==> src/rtl/tms_pkg.sv <==
// ----------------------------------------------------------------------------
// tms_pkg
// Shared types, widths and register codes for the trackball motion scaler.
// ----------------------------------------------------------------------------
package tms_pkg;

  // field widths
  localparam int unsigned BYTE_W     = 8;
  localparam int unsigned LAYER_W    = 4;
  localparam int unsigned SHIFT_W    = 4;
  localparam int unsigned THRESH_W   = 15;
  localparam int unsigned DELTA_W    = 16;
  localparam int unsigned REM_W      = 9;
  localparam int unsigned MOVE_W     = 8;
  localparam int unsigned STEP_W     = 2;
  localparam int unsigned CFG_IDX_W  = 2;
  localparam int unsigned CFG_DATA_W = THRESH_W;

  // register indexes on the configuration port
  localparam logic [CFG_IDX_W-1:0] REG_COARSE_SHIFT    = 2'd0;
  localparam logic [CFG_IDX_W-1:0] REG_FINE_SHIFT      = 2'd1;
  localparam logic [CFG_IDX_W-1:0] REG_ACCEL_THRESHOLD = 2'd2;

  // register reset values
  localparam logic [SHIFT_W-1:0]  COARSE_SHIFT_RST    = 4'd6;
  localparam logic [SHIFT_W-1:0]  FINE_SHIFT_RST      = 4'd8;
  localparam logic [THRESH_W-1:0] ACCEL_THRESHOLD_RST = 15'd400;

  // largest divisor exponent, keeps the remainder inside 9 bits
  localparam logic [SHIFT_W-1:0] MAX_SHIFT = 4'd8;

  // layer masks
  localparam logic [LAYER_W-1:0] LAYER_POINTER = 4'b0000;
  localparam logic [LAYER_W-1:0] LAYER_FINE    = 4'b0010;
  localparam logic [LAYER_W-1:0] LAYER_SCROLL  = 4'b0100;

  // motion byte flag for new motion
  localparam int unsigned MOTION_BIT = 7;

  // scroll step codes
  localparam logic signed [STEP_W-1:0] STEP_NONE = 2'sb00;
  localparam logic signed [STEP_W-1:0] STEP_POS  = 2'sb01;
  localparam logic signed [STEP_W-1:0] STEP_NEG  = 2'sb11;

  // configuration register set
  typedef struct packed {
    logic [SHIFT_W-1:0]  coarse_shift;
    logic [SHIFT_W-1:0]  fine_shift;
    logic [THRESH_W-1:0] accel_threshold;
  } cfg_t;

endpackage

==> src/rtl/tms_if.sv <==
// ----------------------------------------------------------------------------
// tms channel interfaces
// Sensor read channel, report channel and configuration write channel.
// ----------------------------------------------------------------------------

// sensor read channel
interface tms_sensor_if;
  logic                        valid;
  logic                        ready;
  logic [tms_pkg::BYTE_W-1:0]  motion_status;
  logic [tms_pkg::BYTE_W-1:0]  x_low_byte;
  logic [tms_pkg::BYTE_W-1:0]  y_low_byte;
  logic [tms_pkg::BYTE_W-1:0]  high_nibbles;
  logic [tms_pkg::BYTE_W-1:0]  button_bits;
  logic [tms_pkg::LAYER_W-1:0] layer_bits;

  modport source (output valid, motion_status, x_low_byte, y_low_byte, high_nibbles,
                  button_bits, layer_bits, input ready);
  modport sink (input valid, motion_status, x_low_byte, y_low_byte, high_nibbles,
                button_bits, layer_bits, output ready);
endinterface

// mouse report channel
interface tms_report_if;
  logic                              valid;
  logic                              ready;
  logic                              report_due;
  logic [tms_pkg::BYTE_W-1:0]        report_buttons;
  logic signed [tms_pkg::MOVE_W-1:0] move_x;
  logic signed [tms_pkg::MOVE_W-1:0] move_y;
  logic signed [tms_pkg::STEP_W-1:0] scroll_h;
  logic signed [tms_pkg::STEP_W-1:0] scroll_v;

  modport source (output valid, report_due, report_buttons, move_x, move_y, scroll_h,
                  scroll_v, input ready);
  modport sink (input valid, report_due, report_buttons, move_x, move_y, scroll_h,
                scroll_v, output ready);
endinterface

// configuration write channel
interface tms_cfg_if;
  logic                           valid;
  logic                           ready;
  logic [tms_pkg::CFG_IDX_W-1:0]  index;
  logic [tms_pkg::CFG_DATA_W-1:0] data;

  modport source (output valid, index, data, input ready);
  modport sink (input valid, index, data, output ready);
endinterface

==> src/rtl/tms_cfg_regs.sv <==
// ----------------------------------------------------------------------------
// tms_cfg_regs
// Configuration register file: divisor exponents and acceleration threshold.
// ----------------------------------------------------------------------------
module tms_cfg_regs (
  input  logic           clk,
  input  logic           rst,
  tms_cfg_if.sink        cfg,
  output tms_pkg::cfg_t  regs
);

  // writes are always taken
  assign cfg.ready = 1'b1;

  // register writes, unknown indexes are dropped
  always_ff @(posedge clk) begin
    if (rst) begin
      regs.coarse_shift    <= tms_pkg::COARSE_SHIFT_RST;
      regs.fine_shift      <= tms_pkg::FINE_SHIFT_RST;
      regs.accel_threshold <= tms_pkg::ACCEL_THRESHOLD_RST;
    end else if (cfg.valid) begin
      unique case (cfg.index)
        tms_pkg::REG_COARSE_SHIFT:    regs.coarse_shift <= cfg.data[tms_pkg::SHIFT_W-1:0];
        tms_pkg::REG_FINE_SHIFT:      regs.fine_shift   <= cfg.data[tms_pkg::SHIFT_W-1:0];
        tms_pkg::REG_ACCEL_THRESHOLD: regs.accel_threshold <= cfg.data;
        default: ;
      endcase
    end
  end

endmodule

==> src/rtl/tms_axis.sv <==
// ----------------------------------------------------------------------------
// tms_axis
// One motion axis: remainder carry, truncating power-of-two divide,
// acceleration, saturation and scroll sign.
// ----------------------------------------------------------------------------
module tms_axis (
  input  logic signed [tms_pkg::DELTA_W-1:0]  delta,
  input  logic signed [tms_pkg::REM_W-1:0]    remainder,
  input  logic [tms_pkg::SHIFT_W-1:0]         shift,
  input  logic [tms_pkg::THRESH_W-1:0]        threshold,
  input  logic                                scroll,
  output logic signed [tms_pkg::REM_W-1:0]    remainder_next,
  output logic signed [tms_pkg::MOVE_W-1:0]   move,
  output logic signed [tms_pkg::STEP_W-1:0]   step
);

  localparam int unsigned SUM_W = tms_pkg::DELTA_W + 2;
  localparam int unsigned ACC_W = SUM_W + 1;

  logic signed [SUM_W-1:0] sum;
  logic signed [SUM_W-1:0] bias;
  logic signed [SUM_W-1:0] quot;
  logic signed [SUM_W-1:0] rem_full;
  logic signed [SUM_W-1:0] delta_ext;
  logic signed [SUM_W-1:0] thresh_ext;
  logic                    fast;
  logic signed [ACC_W-1:0] accel;
  logic signed [tms_pkg::MOVE_W-1:0] sat;

  // carry in the kept remainder
  assign delta_ext = SUM_W'(delta);
  assign sum       = delta_ext + SUM_W'(remainder);

  // round toward zero: negative sums get divisor minus one added first
  assign bias     = sum[SUM_W-1] ? ((SUM_W'(1) << shift) - SUM_W'(1)) : '0;
  assign quot     = (sum + bias) >>> shift;
  assign rem_full = sum - (quot <<< shift);
  assign remainder_next = rem_full[tms_pkg::REM_W-1:0];

  // doubling above the speed threshold
  assign thresh_ext = SUM_W'($signed({1'b0, threshold}));
  assign fast  = (delta_ext > thresh_ext) || (delta_ext < -thresh_ext);
  assign accel = fast ? (ACC_W'(quot) <<< 1) : ACC_W'(quot);

  // clamp to a signed byte
  always_comb begin
    priority if (accel > ACC_W'(127)) begin
      sat = 8'sd127;
    end else if (accel < -ACC_W'(128)) begin
      sat = -8'sd128;
    end else begin
      sat = accel[tms_pkg::MOVE_W-1:0];
    end
  end

  // pointer movement or scroll sign
  always_comb begin
    if (scroll) begin
      move = '0;
      priority if (quot > 0) begin
        step = tms_pkg::STEP_POS;
      end else if (quot < 0) begin
        step = tms_pkg::STEP_NEG;
      end else begin
        step = tms_pkg::STEP_NONE;
      end
    end else begin
      move = sat;
      step = tms_pkg::STEP_NONE;
    end
  end

endmodule

==> src/rtl/trackball_motion_scaler.sv <==
// ----------------------------------------------------------------------------
// trackball_motion_scaler
// Turns trackball sensor reads into mouse reports with remainder carry,
// power-of-two scaling, acceleration and a scroll mode.
// ----------------------------------------------------------------------------
//  channel  dir  handshake      carries
//  sensor   in   valid / ready  motion byte, packed deltas, buttons, layer
//  report   out  valid / ready  report flag, buttons, movement, scroll steps
//  cfg      in   valid / ready  register index, write data (always ready)
//
//  A request is captured in an input register, and scaled on its way into
//  the result register, which raises report valid. One request per cycle
//  sustained while the report side is ready; the remainder and button
//  registers are updated as each request moves into the result register.
//  A stalled report holds one request in the input register, after that the
//  sensor side is held off. Synchronous reset clears valid flags and state.
// ----------------------------------------------------------------------------
module trackball_motion_scaler (
  input  logic         clk,
  input  logic         rst,
  tms_sensor_if.sink   sensor,
  tms_report_if.source report,
  tms_cfg_if.sink      cfg
);

  tms_pkg::cfg_t regs;

  // input register
  logic                        in_valid;
  logic [tms_pkg::BYTE_W-1:0]  in_motion;
  logic [tms_pkg::BYTE_W-1:0]  in_x_low;
  logic [tms_pkg::BYTE_W-1:0]  in_y_low;
  logic [tms_pkg::BYTE_W-1:0]  in_high;
  logic [tms_pkg::BYTE_W-1:0]  in_buttons;
  logic [tms_pkg::LAYER_W-1:0] in_layer;

  // kept state
  logic signed [tms_pkg::REM_W-1:0] x_remainder;
  logic signed [tms_pkg::REM_W-1:0] y_remainder;
  logic [tms_pkg::BYTE_W-1:0]       prev_buttons;
  logic                             scroll_mode;

  logic                             advance;
  logic signed [tms_pkg::DELTA_W-1:0] dx;
  logic signed [tms_pkg::DELTA_W-1:0] dy;
  logic                             scroll_mode_next;
  logic [tms_pkg::SHIFT_W-1:0]      shift_sel;
  logic [tms_pkg::SHIFT_W-1:0]      shift;
  logic signed [tms_pkg::REM_W-1:0] x_remainder_next;
  logic signed [tms_pkg::REM_W-1:0] y_remainder_next;
  logic signed [tms_pkg::MOVE_W-1:0] move_x_next;
  logic signed [tms_pkg::MOVE_W-1:0] move_y_next;
  logic signed [tms_pkg::STEP_W-1:0] step_h;
  logic signed [tms_pkg::STEP_W-1:0] step_y;
  logic                             report_due_next;

  tms_cfg_regs u_cfg_regs (
    .clk  (clk),
    .rst  (rst),
    .cfg  (cfg),
    .regs (regs)
  );

  // handshake: input stage moves on when the result register is free
  assign advance      = in_valid && (!report.valid || report.ready);
  assign sensor.ready = !in_valid || advance;

  // input register
  always_ff @(posedge clk) begin
    if (rst) begin
      in_valid <= 1'b0;
    end else if (sensor.ready) begin
      in_valid <= sensor.valid;
    end
  end

  always_ff @(posedge clk) begin
    if (sensor.valid && sensor.ready) begin
      in_motion  <= sensor.motion_status;
      in_x_low   <= sensor.x_low_byte;
      in_y_low   <= sensor.y_low_byte;
      in_high    <= sensor.high_nibbles;
      in_buttons <= sensor.button_bits;
      in_layer   <= sensor.layer_bits;
    end
  end

  // unpack the 12-bit deltas into 16-bit values
  assign dx = {in_high[7:4], in_x_low, 4'b0000};
  assign dy = {in_high[3:0], in_y_low, 4'b0000};

  // layer decode: mode and divisor exponent
  always_comb begin
    scroll_mode_next = scroll_mode;
    shift_sel        = regs.coarse_shift;
    unique case (in_layer)
      tms_pkg::LAYER_POINTER: scroll_mode_next = 1'b0;
      tms_pkg::LAYER_SCROLL:  scroll_mode_next = 1'b1;
      tms_pkg::LAYER_FINE: begin
        scroll_mode_next = 1'b0;
        shift_sel        = regs.fine_shift;
      end
      default: ;
    endcase
  end

  assign shift = (shift_sel > tms_pkg::MAX_SHIFT) ? tms_pkg::MAX_SHIFT : shift_sel;

  tms_axis u_axis_x (
    .delta          (dx),
    .remainder      (x_remainder),
    .shift          (shift),
    .threshold      (regs.accel_threshold),
    .scroll         (scroll_mode_next),
    .remainder_next (x_remainder_next),
    .move           (move_x_next),
    .step           (step_h)
  );

  tms_axis u_axis_y (
    .delta          (dy),
    .remainder      (y_remainder),
    .shift          (shift),
    .threshold      (regs.accel_threshold),
    .scroll         (scroll_mode_next),
    .remainder_next (y_remainder_next),
    .move           (move_y_next),
    .step           (step_y)
  );

  // report on button change or new motion
  assign report_due_next = (in_buttons != prev_buttons) || in_motion[tms_pkg::MOTION_BIT];

  // kept state follows each request into the result register
  always_ff @(posedge clk) begin
    if (rst) begin
      x_remainder  <= '0;
      y_remainder  <= '0;
      prev_buttons <= '0;
      scroll_mode  <= 1'b0;
    end else if (advance) begin
      x_remainder  <= x_remainder_next;
      y_remainder  <= y_remainder_next;
      prev_buttons <= in_buttons;
      scroll_mode  <= scroll_mode_next;
    end
  end

  // result register
  always_ff @(posedge clk) begin
    if (rst) begin
      report.valid <= 1'b0;
    end else if (advance) begin
      report.valid <= 1'b1;
    end else if (report.ready) begin
      report.valid <= 1'b0;
    end
  end

  always_ff @(posedge clk) begin
    if (advance) begin
      report.report_due     <= report_due_next;
      report.report_buttons <= in_buttons;
      report.move_x         <= move_x_next;
      report.move_y         <= move_y_next;
      report.scroll_h       <= step_h;
      report.scroll_v       <= tms_pkg::STEP_NONE - step_y;
    end
  end

  // scroll steps and pointer movement never appear together
  assert property (@(posedge clk) disable iff (rst)
    report.valid && (report.scroll_h != tms_pkg::STEP_NONE ||
                     report.scroll_v != tms_pkg::STEP_NONE)
    |-> report.move_x == '0 && report.move_y == '0)
    else $error("scroll step reported together with pointer movement");

  // scroll steps stay within minus one to one
  assert property (@(posedge clk) disable iff (rst)
    report.valid |-> report.scroll_h != 2'b10 && report.scroll_v != 2'b10)
    else $error("scroll step out of range");

  // a button change always raises the report flag
  assert property (@(posedge clk) disable iff (rst)
    advance && (in_buttons != prev_buttons) |=> report.valid && report.report_due)
    else $error("button change without report flag");

  // kept remainders stay below the largest divisor in magnitude
  assert property (@(posedge clk) disable iff (rst)
    x_remainder != 9'h100 && y_remainder != 9'h100)
    else $error("remainder out of range");

endmodule

==> src/flat_wrapper.sv <==
// flat-port wrapper written by rule: the top's interface ports become plain ports
module trackball_motion_scaler_flat 
  (clk, rst, sensor_valid, sensor_motion_status, sensor_x_low_byte, sensor_y_low_byte, sensor_high_nibbles, sensor_button_bits, sensor_layer_bits, sensor_ready, report_valid, report_report_due, report_report_buttons, report_move_x, report_move_y, report_scroll_h, report_scroll_v, report_ready, cfg_valid, cfg_index, cfg_data, cfg_ready);
  tms_sensor_if sensor_i ();
  tms_report_if report_i ();
  tms_cfg_if cfg_i ();
  input  logic clk;
  input  logic rst;
  input wire logic [$bits(sensor_i.valid)-1:0] sensor_valid;
  input wire logic [$bits(sensor_i.motion_status)-1:0] sensor_motion_status;
  input wire logic [$bits(sensor_i.x_low_byte)-1:0] sensor_x_low_byte;
  input wire logic [$bits(sensor_i.y_low_byte)-1:0] sensor_y_low_byte;
  input wire logic [$bits(sensor_i.high_nibbles)-1:0] sensor_high_nibbles;
  input wire logic [$bits(sensor_i.button_bits)-1:0] sensor_button_bits;
  input wire logic [$bits(sensor_i.layer_bits)-1:0] sensor_layer_bits;
  output wire logic [$bits(sensor_i.ready)-1:0] sensor_ready;
  output wire logic [$bits(report_i.valid)-1:0] report_valid;
  output wire logic [$bits(report_i.report_due)-1:0] report_report_due;
  output wire logic [$bits(report_i.report_buttons)-1:0] report_report_buttons;
  output wire logic [$bits(report_i.move_x)-1:0] report_move_x;
  output wire logic [$bits(report_i.move_y)-1:0] report_move_y;
  output wire logic [$bits(report_i.scroll_h)-1:0] report_scroll_h;
  output wire logic [$bits(report_i.scroll_v)-1:0] report_scroll_v;
  input wire logic [$bits(report_i.ready)-1:0] report_ready;
  input wire logic [$bits(cfg_i.valid)-1:0] cfg_valid;
  input wire logic [$bits(cfg_i.index)-1:0] cfg_index;
  input wire logic [$bits(cfg_i.data)-1:0] cfg_data;
  output wire logic [$bits(cfg_i.ready)-1:0] cfg_ready;
  assign sensor_i.valid = sensor_valid;
  assign sensor_i.motion_status = sensor_motion_status;
  assign sensor_i.x_low_byte = sensor_x_low_byte;
  assign sensor_i.y_low_byte = sensor_y_low_byte;
  assign sensor_i.high_nibbles = sensor_high_nibbles;
  assign sensor_i.button_bits = sensor_button_bits;
  assign sensor_i.layer_bits = sensor_layer_bits;
  assign sensor_ready = sensor_i.ready;
  assign report_valid = report_i.valid;
  assign report_report_due = report_i.report_due;
  assign report_report_buttons = report_i.report_buttons;
  assign report_move_x = report_i.move_x;
  assign report_move_y = report_i.move_y;
  assign report_scroll_h = report_i.scroll_h;
  assign report_scroll_v = report_i.scroll_v;
  assign report_i.ready = report_ready;
  assign cfg_i.valid = cfg_valid;
  assign cfg_i.index = cfg_index;
  assign cfg_i.data = cfg_data;
  assign cfg_ready = cfg_i.ready;
  trackball_motion_scaler u_core (.clk(clk), .rst(rst), .sensor(sensor_i), .report(report_i), .cfg(cfg_i));
endmodule
==> config.mk <==
export PLATFORM = sky130hd
export DESIGN_NAME = trackball_motion_scaler_flat
export DESIGN_NICKNAME = d
export VERILOG_FILES = /design/src/rtl/tms_pkg.sv /design/src/rtl/tms_if.sv /design/src/rtl/tms_cfg_regs.sv /design/src/rtl/tms_axis.sv /design/src/rtl/trackball_motion_scaler.sv /design/src/flat_wrapper.sv
export SDC_FILE = /design/constraint.sdc
export NUM_CORES = 1
export LEC_CHECK = 0
export BUFFER_PORTS_ARGS = -buffer_cell sky130_fd_sc_hd__buf_2
export CAP_MARGIN = 20
export CORE_MARGIN = 1.5
export CORE_UTILIZATION = 35
export CTS_CLUSTER_SIZE = 20
export DETAILED_ROUTE_END_ITERATION = 10
export PLACE_DENSITY = 0.51
export SLEW_MARGIN = 20
export SYNTH_ARGS = -nofsm -noshare
export SYNTH_HDL_FRONTEND = slang
export SYNTH_SLANG_ARGS = --single-unit
==> constraint.sdc <==
create_clock -name clk -period 6.8 [get_ports clk]
set_input_delay 0.68 -clock clk [delete_from_list [all_inputs] [get_ports clk]]
set_output_delay 0.68 -clock clk [all_outputs]
set_load 0.05 [all_outputs]
== After elaboration in Yosys (flattened, before gate mapping) ==
Cells that the tools add are included.

* Add/subtract/negate cells: 9
* Magnitude comparators: 13
* Equality and inequality tests: 5
* Shift operators: 5
* Mux-type cells: 18
* Bitwise gates (word level): 1
* Reductions and logical operators: 19

{| class="wikitable"
|+ Operator list
! kind !! number
|-
| 18-bit two-way mux || 4
|-
| 19-bit by 8-bit > comparator with 1-bit output (second input constant) || 2
|-
| 19-bit by 8-bit less-than comparator with 1-bit output (second input constant) || 2
|-
| 17-bit by 18-bit adder with 18-bit output || 2
|-
| 18-bit by 1-bit > comparator with 1-bit output (second input constant) || 2
|-
| 16-bit by 18-bit less-than comparator with 1-bit output || 2
|-
| 18-bit by 1-bit less-than comparator with 1-bit output (second input constant) || 2
|-
| 18-bit by 4-bit <<< shifter with 9-bit output || 2
|-
| 18-bit by 4-bit >>> shifter with 18-bit output || 2
|-
| 16-bit by 9-bit adder with 17-bit output || 2
|-
| 16-bit > comparator || 2
|-
| 15-bit negation with 18-bit output || 1
|-
| 1-bit by 4-bit << shifter with 18-bit output (first input constant) || 1
|-
| 18-bit by 1-bit subtractor with 18-bit output (second input constant) || 1
|-
| 9-bit subtractor || 2
|-
| 8-bit two-way mux || 2
|-
| 7-bit two-way mux || 2
|-
| 2-bit two-way mux || 4
|-
| 4-bit two-way mux || 2
|-
| 8-bit inequality test || 1
|-
| 2-bit OR reduction || 4
|-
| 2-bit AND reduction || 3
|-
| 1-bit logical OR || 5
|-
| 4-bit by 2-bit == test with 1-bit output (second input constant) || 1
|-
| other kinds (13) || 17
|}

* Bits in registers: 125
* Input bits: 66
* Logic and storage cells: 94

== Longest topological paths before layout ==
Gate-level depths: netlist of the first run.

* Depth after elaboration: 14
* Gate-level depth with buffers: 34

== By module ==
Synthesis of the first run repeated with hierarchy kept, for this count alone.

* Cell total of the unflattened synthesis: 1,792
* Area total of the unflattened synthesis: 14,446.4 um^2

{| class="wikitable"
|+ Modules (own cells, without submodules)
! module !! instances !! cells each !! area an instance (um^2)
|-
| tms_axis at u_core.u_axis_y || 1 || 739 || 5,078.6
|-
| tms_axis at u_core.u_axis_x || 1 || 728 || 5,056.1
|-
| trackball_motion_scaler || 1 || 226 || 3,313.2
|-
| tms_cfg_regs || 1 || 99 || 998.5
|}

== Least setup slack after synthesis of the first run ==
Ideal clock, no wire load.

* Path type: reg2reg
* Start: register u_core.in_layer[0] in the netlist's numbering
* End: register u_core.x_remainder[8] in the netlist's numbering
* Setup time: 0.190 ns
* Data arrival time: 6.646 ns
* Data required time: 6.610 ns
* Path slack: -0.036 ns
* Stages on the path, launching flop included: 33
* Buffers on the path: 4
* Period minus slack after synthesis: 6.836 ns
* Cells stage by stage: edfxtp_1 > or4b_4 > buf_6 > mux2i_4 > buf_2 > buf_2 > clkbuf_1 > nor3_1 > a21oi_1 > nor3_1 > a21oi_1 > nor2_1 > ha_1 > a211oi_1 > o211ai_1 > a211oi_1 > mux2i_1 > mux2_2 > a221o_1 > o21a_1 > nor2_1 > a21oi_1 > mux2_2 > nand2_1 > ha_1 > o21ai_0 > nand2b_1 > a21o_1 > a21o_1 > a21o_1 > a21oi_1 > xnor2_1 > a211oi_1

* Longest elaborated chain between the ends: 11

{| class="wikitable"
|+ Ends and longest elaborated chain
! item !! RTL line !! text
|-
| start: declaration || trackball_motion_scaler.sv:35 || <nowiki>logic [tms_pkg::LAYER_W-1:0] in_layer;</nowiki>
|-
| start signal: assignment || trackball_motion_scaler.sv:84 || <nowiki>in_layer <= sensor.layer_bits;</nowiki>
|-
| 4-bit by 2-bit == test with 1-bit output * || trackball_motion_scaler.sv:96 || <nowiki>unique case (in_layer)</nowiki>
|-
| 4-bit two-way mux * || trackball_motion_scaler.sv:96 ||
|-
| 4-bit > comparator || trackball_motion_scaler.sv:107 || <nowiki>assign shift = (shift_sel > tms_pkg::MAX_SHIFT) ? tms_pkg::MAX_SHIFT : shift_sel;</nowiki>
|-
| 4-bit two-way mux * || trackball_motion_scaler.sv:107 ||
|-
| 1-bit by 4-bit << shifter with 18-bit output || tms_axis.sv:35 || <nowiki>assign bias = sum[SUM_W-1] ? ((SUM_W'(1) << shift) - SUM_W'(1)) : '0;</nowiki>
|-
| 18-bit by 1-bit subtractor with 18-bit output || tms_axis.sv:35 ||
|-
| 18-bit two-way mux || tms_axis.sv:35 ||
|-
| 17-bit by 18-bit adder with 18-bit output || tms_axis.sv:36 || <nowiki>assign quot = (sum + bias) >>> shift;</nowiki>
|-
| 18-bit by 4-bit >>> shifter with 18-bit output || tms_axis.sv:36 ||
|-
| 18-bit by 4-bit <<< shifter with 9-bit output * || tms_axis.sv:37 || <nowiki>assign rem_full = sum - (quot <<< shift);</nowiki>
|-
| 9-bit subtractor * || tms_axis.sv:37 ||
|-
| end signal: assignment || trackball_motion_scaler.sv:142 || <nowiki>x_remainder <= x_remainder_next;</nowiki>
|-
| end: declaration || trackball_motion_scaler.sv:38 || <nowiki>logic signed [tms_pkg::REM_W-1:0] x_remainder;</nowiki>
|}

Every way passes the cells marked *; elsewhere a longest branch is shown, timed or not.
A chain may end at the register's enable or synchronous reset.

== Worst setup path after layout of the first run ==
* Start: register u_core.in_layer[2] in the netlist's numbering
* End: register u_core.y_remainder[8] in the netlist's numbering

* Longest elaborated chain between the ends: 11

{| class="wikitable"
|+ Ends and longest elaborated chain
! item !! RTL line !! text
|-
| 4-bit by 2-bit == test with 1-bit output * || trackball_motion_scaler.sv:96 ||
|-
| 4-bit two-way mux * || trackball_motion_scaler.sv:96 ||
|-
| 4-bit > comparator || trackball_motion_scaler.sv:107 ||
|-
| 4-bit two-way mux * || trackball_motion_scaler.sv:107 ||
|-
| 1-bit by 4-bit << shifter with 18-bit output || tms_axis.sv:35 ||
|-
| 18-bit by 1-bit subtractor with 18-bit output || tms_axis.sv:35 ||
|-
| 18-bit two-way mux || tms_axis.sv:35 ||
|-
| 17-bit by 18-bit adder with 18-bit output || tms_axis.sv:36 ||
|-
| 18-bit by 4-bit >>> shifter with 18-bit output || tms_axis.sv:36 ||
|-
| 18-bit by 4-bit <<< shifter with 9-bit output * || tms_axis.sv:37 ||
|-
| 9-bit subtractor * || tms_axis.sv:37 ||
|-
| end signal: assignment || trackball_motion_scaler.sv:143 || <nowiki>y_remainder <= y_remainder_next;</nowiki>
|-
| end: declaration || trackball_motion_scaler.sv:39 || <nowiki>logic signed [tms_pkg::REM_W-1:0] y_remainder;</nowiki>
|}

Marked as above.

==> impl_results.md, run 1 <==
- Setup violations, final: 0
- Yosys top cell area share: about 17%
- Post-Syn Area per Cell: 8.33 um^2
- Max cap viols: 0
- Outcome: completed
- Slew headroom: a little under a third
- CTS Hold Bufs: 0
- Antenna violations before repair: 0
- Sink Count: between 100 and 150
- Routed wire length: a little under 40000 um
- CP Class: reg2reg
- Least-Margin Pin Slew: around 1.0 ns
- Total grt overflow: 0
- Cell taking the most area after synthesis: edfxtp_1
- Worst Slack Setup Final: 0.208 ns
- Synthesized area: 0.0116 mm^2
- Startpoint types: flop
- Fin. Hold Viols: 0
- Die Wd: around 190 um
- Vias in the first global route: about 11000
- Synth cell count leaders: nand2_1 (160), a21oi_1 (144), ha_1 (123)
- Max VDD drop: roughly 0.25 mV
- Worst hold path type: in2reg
- Leakage Power: approximately 6.3 nW
- CP max stage cell: or4b_4
- Starting density of the core: between 30% and 40%
- Rows: 66
- Yosys warnings: 0
- Largest net degree at the start of global routing: 53
- Cells after synthesis: 1397
- Layout cells sized above 1: 27.2%
- RD Place Congestion: 0.908
- CTS tree: built
- Final hold slack: 0.407 ns
- Post-synth EDFFs: 66
- Most frequent cell after synthesis: nand2_1
- Die Area: roughly 0.034 mm^2
- Slew Limit Fails: 0
- Via Count: 11800
- Asr flop ratio synth: 0%
- Place WS: -0.264 ns
- Final ANT Viol Nets: 0
- Buf/Inv on CP: 6
- Critical path capture point type: flop
- Arrival time worst endpoint: about 6.9 ns
- Core area: approximately 0.033 mm^2
- CP most frequent cell: buf_4
- First-pass GRT wire length: just over 60000 um
- Setup slack, reg-to-reg: 0.21 ns
- Tmin final: ~6.6 ns
- I/O pins: 98
- Tot Pwr: 7.00 mW
- Routed length per instance: about 18 um
- Initial DRC Count: 670
- Unique cell type count in the Yosys netlist: 96
- Root Buffer: clkbuf_16
- Post-route cell area: roughly 0.015 mm^2
- Final core utilization: between 40% and 50%
- Fmax: roughly 150 MHz
- Max clock buf depth: 2
- Crit-path leading delay family: compound AO/OA/AOI/OAI gates
- P&R area growth vs syn: 29.6%
- Top_reg_cell synth: edfxtp_1
- Clk_skew: around 0.014 ns
- Global-route usage over all layers: between 20% and 30%
- Clock transition at path regs: 0.06 ns
- Nets: between 1500 and 2000
- Vias per cell: 5.56
- Max Fanout on Critical Path: 5
- H-tree Lvls: 4
- Final HPWL from detailed placement: about 30000 um
- N_diodes: 0
- Seq/Total Area, Yosys: between 20% and 30%
- Clk Latency, worst-skew pair: between 0.4 and 0.5 ns
- Top post-synthesis cells by area: edfxtp_1 (17%), ha_1 (13%), dfxtp_1 (9.0%)
- Placed cell areas: roughly 0.014 mm^2
- Port bufs: 89
- FF+latch count, synth: approximately 120
- Pwr Density: between 400 and 500 mW/mm^2
- Num CTS Buffers: 17
- Crit share post-route: a little over nine tenths
- Die Ht: approximately 190 um
- Post-detailed-route DRC marker count: 0
- Crit path largest cell delay: about 0.64 ns
- First drt pass iteration count: 5
- Req. time, crit path: about 7 ns
[layout by cell type, fill, tap and decap left out, drive strengths merged, types with 12 or more instances in the layout]
cell type / instances
a211oi: 41
edfxtp: 66
o22ai: 16
o21a: 15
nand3: 29
xnor2: 41
a21o: 34
and2: 16
mux2i: 31
a21oi: 148
nor4: 16
o21ai: 62
nor2: 127
ha: 123
dfxtp: 52
clkbuf: 18
buf: 302
conb: 13
mux2: 12
o211ai: 28
xor2: 19
nor3: 39
inv: 45
nand2b: 23
nand2: 164
nor2b: 14
[report_power, final]
group / switching, mW / total, mW / internal, mW
Combinational: 2.74 / 5.15 / 2.41
Clock: 0.362 / 0.949 / 0.587
Sequential: 0.0512 / 0.907 / 0.856
Total: 3.15 / 7.00 / 3.85
[stage by stage]
| stage | std cells | setup TNS [ns] |
|---|---|---|
| CTS | 2106 | 0 |
| detailed placement | 2072 | -0.868 |
| global route | 2128 | -0.158 |
| finish | 2128 | 0 |
| global placement | 2072 | -0.869 |
| floorplan | 1408 | 0 |
[worst paths after layout]
path | startpoint | depth (start not counted) | to
worst max-delay path | u_core.in_layer[2]$_DFFE_PP_ | 35 | u_core.y_remainder[8]$_SDFFE_PP0P_
worst min-delay path | sensor_layer_bits[3] | 1 | u_core.in_layer[3]$_DFFE_PP_
worst max register to register | u_core.in_layer[2]$_DFFE_PP_ | 35 | u_core.y_remainder[8]$_SDFFE_PP0P_
worst min register to register | u_core.y_remainder[6]$_SDFFE_PP0P_ | 2 | u_core.y_remainder[6]$_SDFFE_PP0P_
[final cells by class]
class,instances,area (um^2)
clock buffer,18,439
inverter,41,154
sequential,118,3020
tap,442,553
multi-input combinational,1193,8650
timing repair buffer,302,2090
fill,3248,17500
clock inverter,14,171
[registers in the layout (all words and copies together) (netlist names), 2 cells and up]
register                      count
u_core.u_cfg_regs.regs           23
u_core.x_remainder                9
u_core.y_remainder                9
u_core.in_buttons                 8
u_core.in_high                    8
u_core.in_x_low                   8
u_core.in_y_low                   8
u_core.prev_buttons               8
u_core.report.move_x              8
u_core.report.move_y              8
u_core.report.report_buttons      8
u_core.in_layer                   4
u_core.report.scroll_h            2
u_core.report.scroll_v            2
[routing by layer]
metal | global-route usage (%) | vias to the layer above | share of wire [%]
li1 | - | 5837 | -
met1 | 30.8 | 5617 | 46
met2 | 37.7 | 308 | 47
met3 | 3.70 | 62 | 4.4
met4 | 7.61 | 0 | 2.5
met5 | 0 | - | 0
[cell families after synthesis]
group / synth area share, %
muxes: 4.71
xor gates and xnor gates: 4.52
other: 0.0646
and+or+nand+nor: 20.1
DFF: 26.0
buffers and inverters: 3.39
adders and majority gates: 14.3
AOI/OAI and AO/OA: 26.9
[worst register-to-register path: cells and delay by family (launching register included)]
| family | cells | cell delay [ns] |
|---|---|---|
| multiplexers | 3 | 0.76 |
| adder cells (fa/ha/maj) | 3 | 0.77 |
| XOR/XNOR | 1 | 0.12 |
| AO/OA/AOI/OAI | 14 | 2.48 |
| flip-flops | 1 | 0.38 |
| AND/OR/NAND/NOR | 8 | 1.10 |
| buffers and inverters | 6 | 0.85 |
[what timing repair did]
item,CTS,global route
gates resized for setup,13,76
endpoints found under the setup margin,5,8
pin swaps,1,52
buffers inserted,2,23
No activity file was read; power rests on OpenSTA's default activity.
==> inputs of run 2 (changes only) <==
Settings changed: SETUP_SLACK_MARGIN set to 0.3.
==> impl_results.md, run 2 (same netlist as run 1, synthesis figures left out) <==
- Outcome: completed
- Area of the multi-input gates: 0.00884 mm^2 (+2.2%)
- Layout cells sized above 1: 30.9% (+3.8 points)
- CP max stage cell: or4b_4
- P&R area growth vs syn: 34.5%
- N_diodes: 0 (unchanged)
- Global-route usage over all layers: 23.3% (+0.26 points)
- Port bufs: 89 (unchanged)
- Num CTS Buffers: 17 (unchanged)
- Hold Startpoint: sensor_layer_bits[3]
- Worst Hold Depth: 1 (unchanged)
- Final hold slack: 0.400 ns (-0.00728 ns)
- Final ANT Viol Nets: 0 (unchanged)
- Sink Count: 118 (unchanged)
- Critical path capture point type: flop
- I/O pins: 98 (unchanged)
- Via Count: 12000 (+1.8%)
- Root Buffer: clkbuf_16
- Arrival time worst endpoint: 6.75 ns (-0.14 ns)
- Tmin final: 6.45 ns (-0.143 ns)
- Largest registers: u_core.u_cfg_regs.regs (23), u_core.x_remainder (9), u_core.y_remainder (9)
- Leakage Power: 6.60 nW (+4.6%)
- Cells on worst reg2reg path: 34 (-2.9%)
- Die Area: 0.0343 mm^2 (unchanged)
- Crit path largest cell delay: 0.62 ns (-0.02 ns)
- Total negative setup slack: 0 ns (unchanged)
- Max clock buf depth: 2 (unchanged)
- Startpoint types: flop
- Place WS: -0.159 ns (+0.105 ns)
- Initial DRC Count: 782 (+17%)
- CP Class: reg2reg
- Hold Path End: u_core.in_layer[3]$_DFFE_PP_
- H-tree Lvls: 4 (unchanged)
- CTS tree: built
- Nets: 1914 (+2.5%)
- Clk Latency, worst-skew pair: 0.45 ns (about the same)
- Setup violations, final: 0 (unchanged)
- Reg area: 0.00302 mm^2 (unchanged)
- Slew Limit Fails: 0 (unchanged)
- Most frequent cells in the layout: buf_4 (248), nand2_1 (154), a21oi_1 (129)
- Antenna violations before repair: 0 (unchanged)
- First drt pass iteration count: 5 (unchanged)
- Final core utilization: 48.0% (+1.7 points)
- Worst hold path type: in2reg
- Clock transition at path regs: 0.06 ns (about the same)
- Least-Margin Pin Slew: 1.02 ns (-0.0166 ns)
- Crit share post-route: 94.8% (-2.1 points)
- First-pass GRT wire length: 62100 um (+1.3%)
- Total grt overflow: 0 (unchanged)
- Die Ht: 185 um (unchanged)
- RSZ-0062 raised after global routing: yes
- Rows: 66 (unchanged)
- Largest register FFs: 23 (unchanged)
- Die Wd: 185 um (unchanged)
- Clk_skew: 0.0146 ns (+0.00105 ns)
- Max VDD drop: 0.285 mV (+16%)
- Fillers: 3241 (-0.22%)
- Starting density of the core: 35.7% (unchanged)
- Worst Slack Setup Final: 0.351 ns (+0.143 ns)
- Largest Register: u_core.u_cfg_regs.regs
- Routed wire length: 39200 um (+1.5%)
- Max Fanout on Critical Path: 5 (unchanged)
- Vias per cell: 5.54 (-0.35%)
- Slew headroom: 32.2% (+1.1 points)
- Capturing point of the worst reg2reg path: u_core.x_remainder[8]$_SDFFE_PP0P_
- Crit Reg-Reg Startpoint: u_core.in_layer[3]$_DFFE_PP_
- Fmax: 155 MHz (+2.2%)
- Most common cell after layout, fill and taps aside: buf_4
- Post-detailed-route DRC marker count: 0 (unchanged)
- Setup slack, reg-to-reg: 0.35 ns (+0.14 ns)
- Req. time, crit path: 7.10 ns (about the same)
- Routed length per instance: 18.0 um (-0.61%)
- Largest net degree at the start of global routing: 53 (unchanged)
- Pwr Density: 473 mW/mm^2 (+1.8%)
- Final HPWL from detailed placement: 29700 um (+0.61%)
- Fin. Hold Viols: 0 (unchanged)
- Core area: 0.0326 mm^2 (unchanged)
- Vias in the first global route: 12000 (+5.7%)
- CTS Hold Bufs: 0 (unchanged)
- RD Place Congestion: 0.900 (-0.95%)
- Max cap viols: 0 (unchanged)
==> run 2: routing by layer <==
metal / wire (um) / GRT usage [%] / vias to the layer above / share of wire [%]
met5: 0 / 0 / - / 0
li1: - / - / 5932 / -
met2: 18500 / 38.8 / 317 / 47
met4: 882 / 8.10 / 0 / 2.3
met3: 1760 / 4.07 / 63 / 4.5
met1: 18000 / 30.2 / 5725 / 46
==> run 2: cell type report <==
cell class	instances	area share [%]
inverters	41	0.984
flip-flops and latches	118	19.3
repair buffers	347	15.6
clock buffers	18	2.88
clock inverters	14	1.18
well taps	442	3.54
multi-input cells	1194	56.5
==> run 2: how the worst max path moves through the flow <==
stage | cells past startpoint | endpoint | slack [ns] | startpoint
4_1_cts | 34 | u_core.y_remainder[8]$_SDFFE_PP0P_ | 0.30 | u_core.in_layer[3]$_DFFE_PP_
6_report | 34 | u_core.x_remainder[8]$_SDFFE_PP0P_ | 0.35 | u_core.in_layer[3]$_DFFE_PP_
3_5_place_dp | 30 | u_core.y_remainder[8]$_SDFFE_PP0P_ | -0.16 | u_core.in_layer[0]$_DFFE_PP_
3_3_place_gp | 31 | u_core.y_remainder[8]$_SDFFE_PP0P_ | -0.17 | u_core.in_layer[0]$_DFFE_PP_
5_1_grt | 33 | u_core.x_remainder[8]$_SDFFE_PP0P_ | 0.04 | u_core.in_layer[3]$_DFFE_PP_
2_1_floorplan | 32 | u_core.x_remainder[8]$_SDFFE_PP0P_ | 0.32 | u_core.in_layer[0]$_DFFE_PP_
==> run 2: repair_timing <==
| item | CTS | global route |
|---|---|---|
| setup buffers | 19 | 23 |
| resized for setup | 52 | 79 |
| cloned | 1 | 0 |
| pin swaps | 28 | 63 |
| endpoints found under the hold margin | 0 | 0 |
| endpoints found under the setup margin | 9 | 11 |
==> run 2: power by group <==
part           internal, mW  switching (mW)
sequential            0.855          0.0514
clock                 0.607           0.389
combinational          2.66            2.83
==> run 2: metrics by stage <==
| step | instance area, um^2 | power [mW] | cells |
|---|---|---|---|
| floorplan | 11700 | 3.84 | 1408 |
| global placement | 14100 | 5.67 | 2099 |
| detailed placement | 14100 | 5.70 | 2099 |
| CTS | 15100 | 7.02 | 2151 |
| global route | 15600 | 7.95 | 2174 |
| finish | 15600 | 7.40 | 2174 |
==> run 2: critical path: cells and delay by family (launching register included) <==
kind                     cells  cell delay (ns)
multiplexers                 4             1.01
buffers and inverters        3             0.35
adder cells (fa/ha/maj)      3             0.68
flip-flops                   1             0.42
AO/OA/AOI/OAI               13             2.21
AND/OR/NAND/NOR             10             1.49
XOR/XNOR                     1             0.13
==> inputs of run 3 (changes only) <==
Settings changed: MAX_ROUTING_LAYER set to met4, PLACE_DENSITY 0.51 to 0.49.
Clock period 6.8 ns to 7.15 ns, I/O delays scaled along.
==> impl_results.md, run 3 (same netlist as run 1, synthesis figures left out) <==
- Final hold slack: 0.451 ns (+0.0512 ns)
- H-tree Lvls: 4 (unchanged)
- Reg area: 0.00302 mm^2 (unchanged)
- Largest net degree at the start of global routing: 53 (unchanged)
- Routed wire length: 37600 um (-3.9%)
- Sink Count: 118 (unchanged)
- Crit share post-route: 91.8% (-3.0 points)
- P&R area growth vs syn: 23.8%
- Leakage Power: 5.88 nW (-11%)
- Global-route usage over all layers: 23.0% (-0.31 points)
- Max VDD drop: 0.273 mV (-4.3%)
- Port bufs: 89 (unchanged)
- Root Buffer: clkbuf_16
- Clk Latency, worst-skew pair: 0.44 ns (about the same)
- CP max stage cell: or4b_4
- Vias in the first global route: 11100 (-7.6%)
- CTS tree: built
- Fin. Hold Viols: 0 (unchanged)
- Max clock buf depth: 2 (unchanged)
- First drt pass iteration count: 6 (+1)
- Largest registers: u_core.u_cfg_regs.regs (23), u_core.x_remainder (9), u_core.y_remainder (9)
- Final HPWL from detailed placement: 29000 um (-2.5%)
- Pwr Density: 432 mW/mm^2 (-8.7%)
- Final ANT Viol Nets: 0 (unchanged)
- Die Wd: 185 um (unchanged)
- Setup violations, final: 0 (unchanged)
- Largest Register: u_core.u_cfg_regs.regs
- Total grt overflow: 0 (unchanged)
- Outcome: completed
- Proportion of power drawn by flip-flops and latches: 14.0% (+1.7 points)
- Antenna violations before repair: 2 (+2)
- Initial DRC Count: 720 (-7.9%)
- Total negative setup slack: 0 ns (unchanged)
- Clock transition at path regs: 0.06 ns (about the same)
- Fillers: 3305 (+2.0%)
- Worst hold path type: in2reg
- Die Area: 0.0343 mm^2 (unchanged)
- Req. time, crit path: 7.49 ns (+0.39 ns)
- Most frequent cells in the layout: nand2_1 (159), a21oi_1 (132), buf_4 (124)
- Starting density of the core: 35.7% (unchanged)
- Layout cells sized above 1: 22.6% (-8.3 points)
- Internal power: 3.33 mW (-19%)
- Slew headroom: 32.2% (+0.081 points)
- Crit path largest cell delay: 0.65 ns (+0.03 ns)
- Most common cell after layout, fill and taps aside: nand2_1
- Post-detailed-route DRC marker count: 0 (unchanged)
- First-pass GRT wire length: 59500 um (-4.2%)
- Clock network fraction of total power: 14.8% (+1.3 points)
- Startpoint types: flop
- Max cap viols: 0 (unchanged)
- Via Count: 11500 (-4.7%)
- Area of the multi-input gates: 0.00859 mm^2 (-2.8%)
- Logic gate share of total power: 71.2% (-3.1 points)
- Num CTS Buffers: 17 (unchanged)
- Buf/Inv on CP: 5 (+2)
- Critical path capture point type: flop
- Fmax: 152 MHz (-1.8%)
- Routed length per instance: 18.4 um (+2.2%)
- Max Fanout on Critical Path: 6 (+1)
- Core area: 0.0326 mm^2 (unchanged)
- I/O pins: 98 (unchanged)
- Sw Pwr: 2.88 mW (-12%)
- Slew Limit Fails: 0 (unchanged)
- Vias per cell: 5.61 (+1.4%)
- Nets: 1782 (-6.9%)
- CP Class: reg2reg
- Switching power share of the total: 46.4% (+2.2 points)
- Largest register FFs: 23 (unchanged)
- Least-Margin Pin Slew: 1.01 ns (-0.00121 ns)
- CP most frequent cell: a21oi_2
- Clk_skew: 0.0153 ns (+0.000710 ns)
- Die Ht: 185 um (unchanged)
- Crit-path leading delay family: simple AND/OR/NAND/NOR gates
- Rows: 66 (unchanged)
- Tmin final: 6.56 ns (+0.115 ns)
- RSZ-0062 raised after global routing: yes
- RD Place Congestion: 0.905 (+0.59%)
- Arrival time worst endpoint: 6.90 ns (+0.15 ns)
[run 3: cell types whose count changed in the layout (fill, tap and decap cells not counted), moves of 6 or more]
cell / previous run / this run
buf_6: 10 / 1
nor2_2: 12 / 5
o21ai_2: 8 / 2
buf_4: 248 / 124
nor2_1: 109 / 117
[run 3: timing repair]
| item | 4_1_cts | 5_1_grt |
|---|---|---|
| setup endpoints to repair | 4 | 9 |
| buffers inserted | 0 | 22 |
| gates resized for setup | 6 | 72 |
| hold buffers | 0 | 0 |
| pin swaps | 1 | 23 |
[run 3: layout make-up]
cell class	instances	area share (%)
clock buffer	19	3.01
tap	442	3.84
multi-input combinational	1193	59.7
sequential	118	21.0
inverter	41	1.07
timing repair buffer	216	9.99
clock inverter	13	1.35
antenna	2	0.0348
[run 3: path summary, 6_finish.rpt]
kind / start / end / slack [ns] / cells past startpoint
setup / recovery: u_core.in_layer[3]$_DFFE_PP_ / u_core.y_remainder[8]$_SDFFE_PP0P_ / 0.59 / 33
hold / removal: sensor_x_low_byte[6] / u_core.in_x_low[6]$_DFFE_PP_ / 0.45 / 1
setup reg to reg: u_core.in_layer[3]$_DFFE_PP_ / u_core.y_remainder[8]$_SDFFE_PP0P_ / 0.59 / 33
hold reg to reg: u_core.u_cfg_regs.regs[11]$_SDFFE_PP0P_ / u_core.u_cfg_regs.regs[11]$_SDFFE_PP0P_ / 0.46 / 2
[run 3: per-layer routing]
layer / part of all wire, % / vias up / GRT usage, %
met5: 0 / - / -
met4: 2.5 / 0 / 8.36
met3: 4.1 / 53 / 2.89
met2: 46 / 294 / 36.1
met1: 48 / 5454 / 30.3
li1: - / 5676 / -
[run 3: power by group through the flow]
stage	sequential, mW	combinational, mW	clock, mW
finish	0.867	4.42	0.922
global placement	0.881	4.01	0
global route	0.877	4.85	0.975
CTS	0.868	4.06	0.950
floorplan	0.958	2.67	0
detailed placement	0.883	4.01	0
[run 3: per-stage QoR]
stage               power, mW  util, %  worst slack [ns]  area (um^2)  std cells
floorplan                3.63        -             0.314        11700       1408
global placement         4.89     40.6             0.245        13200       1988
detailed placement       4.90     40.6             0.192        13200       1988
CTS                      5.88     42.6             0.312        13900       2020
global route             6.70     44.1             0.244        14400       2044
finish                   6.21     44.1             0.586        14400       2044
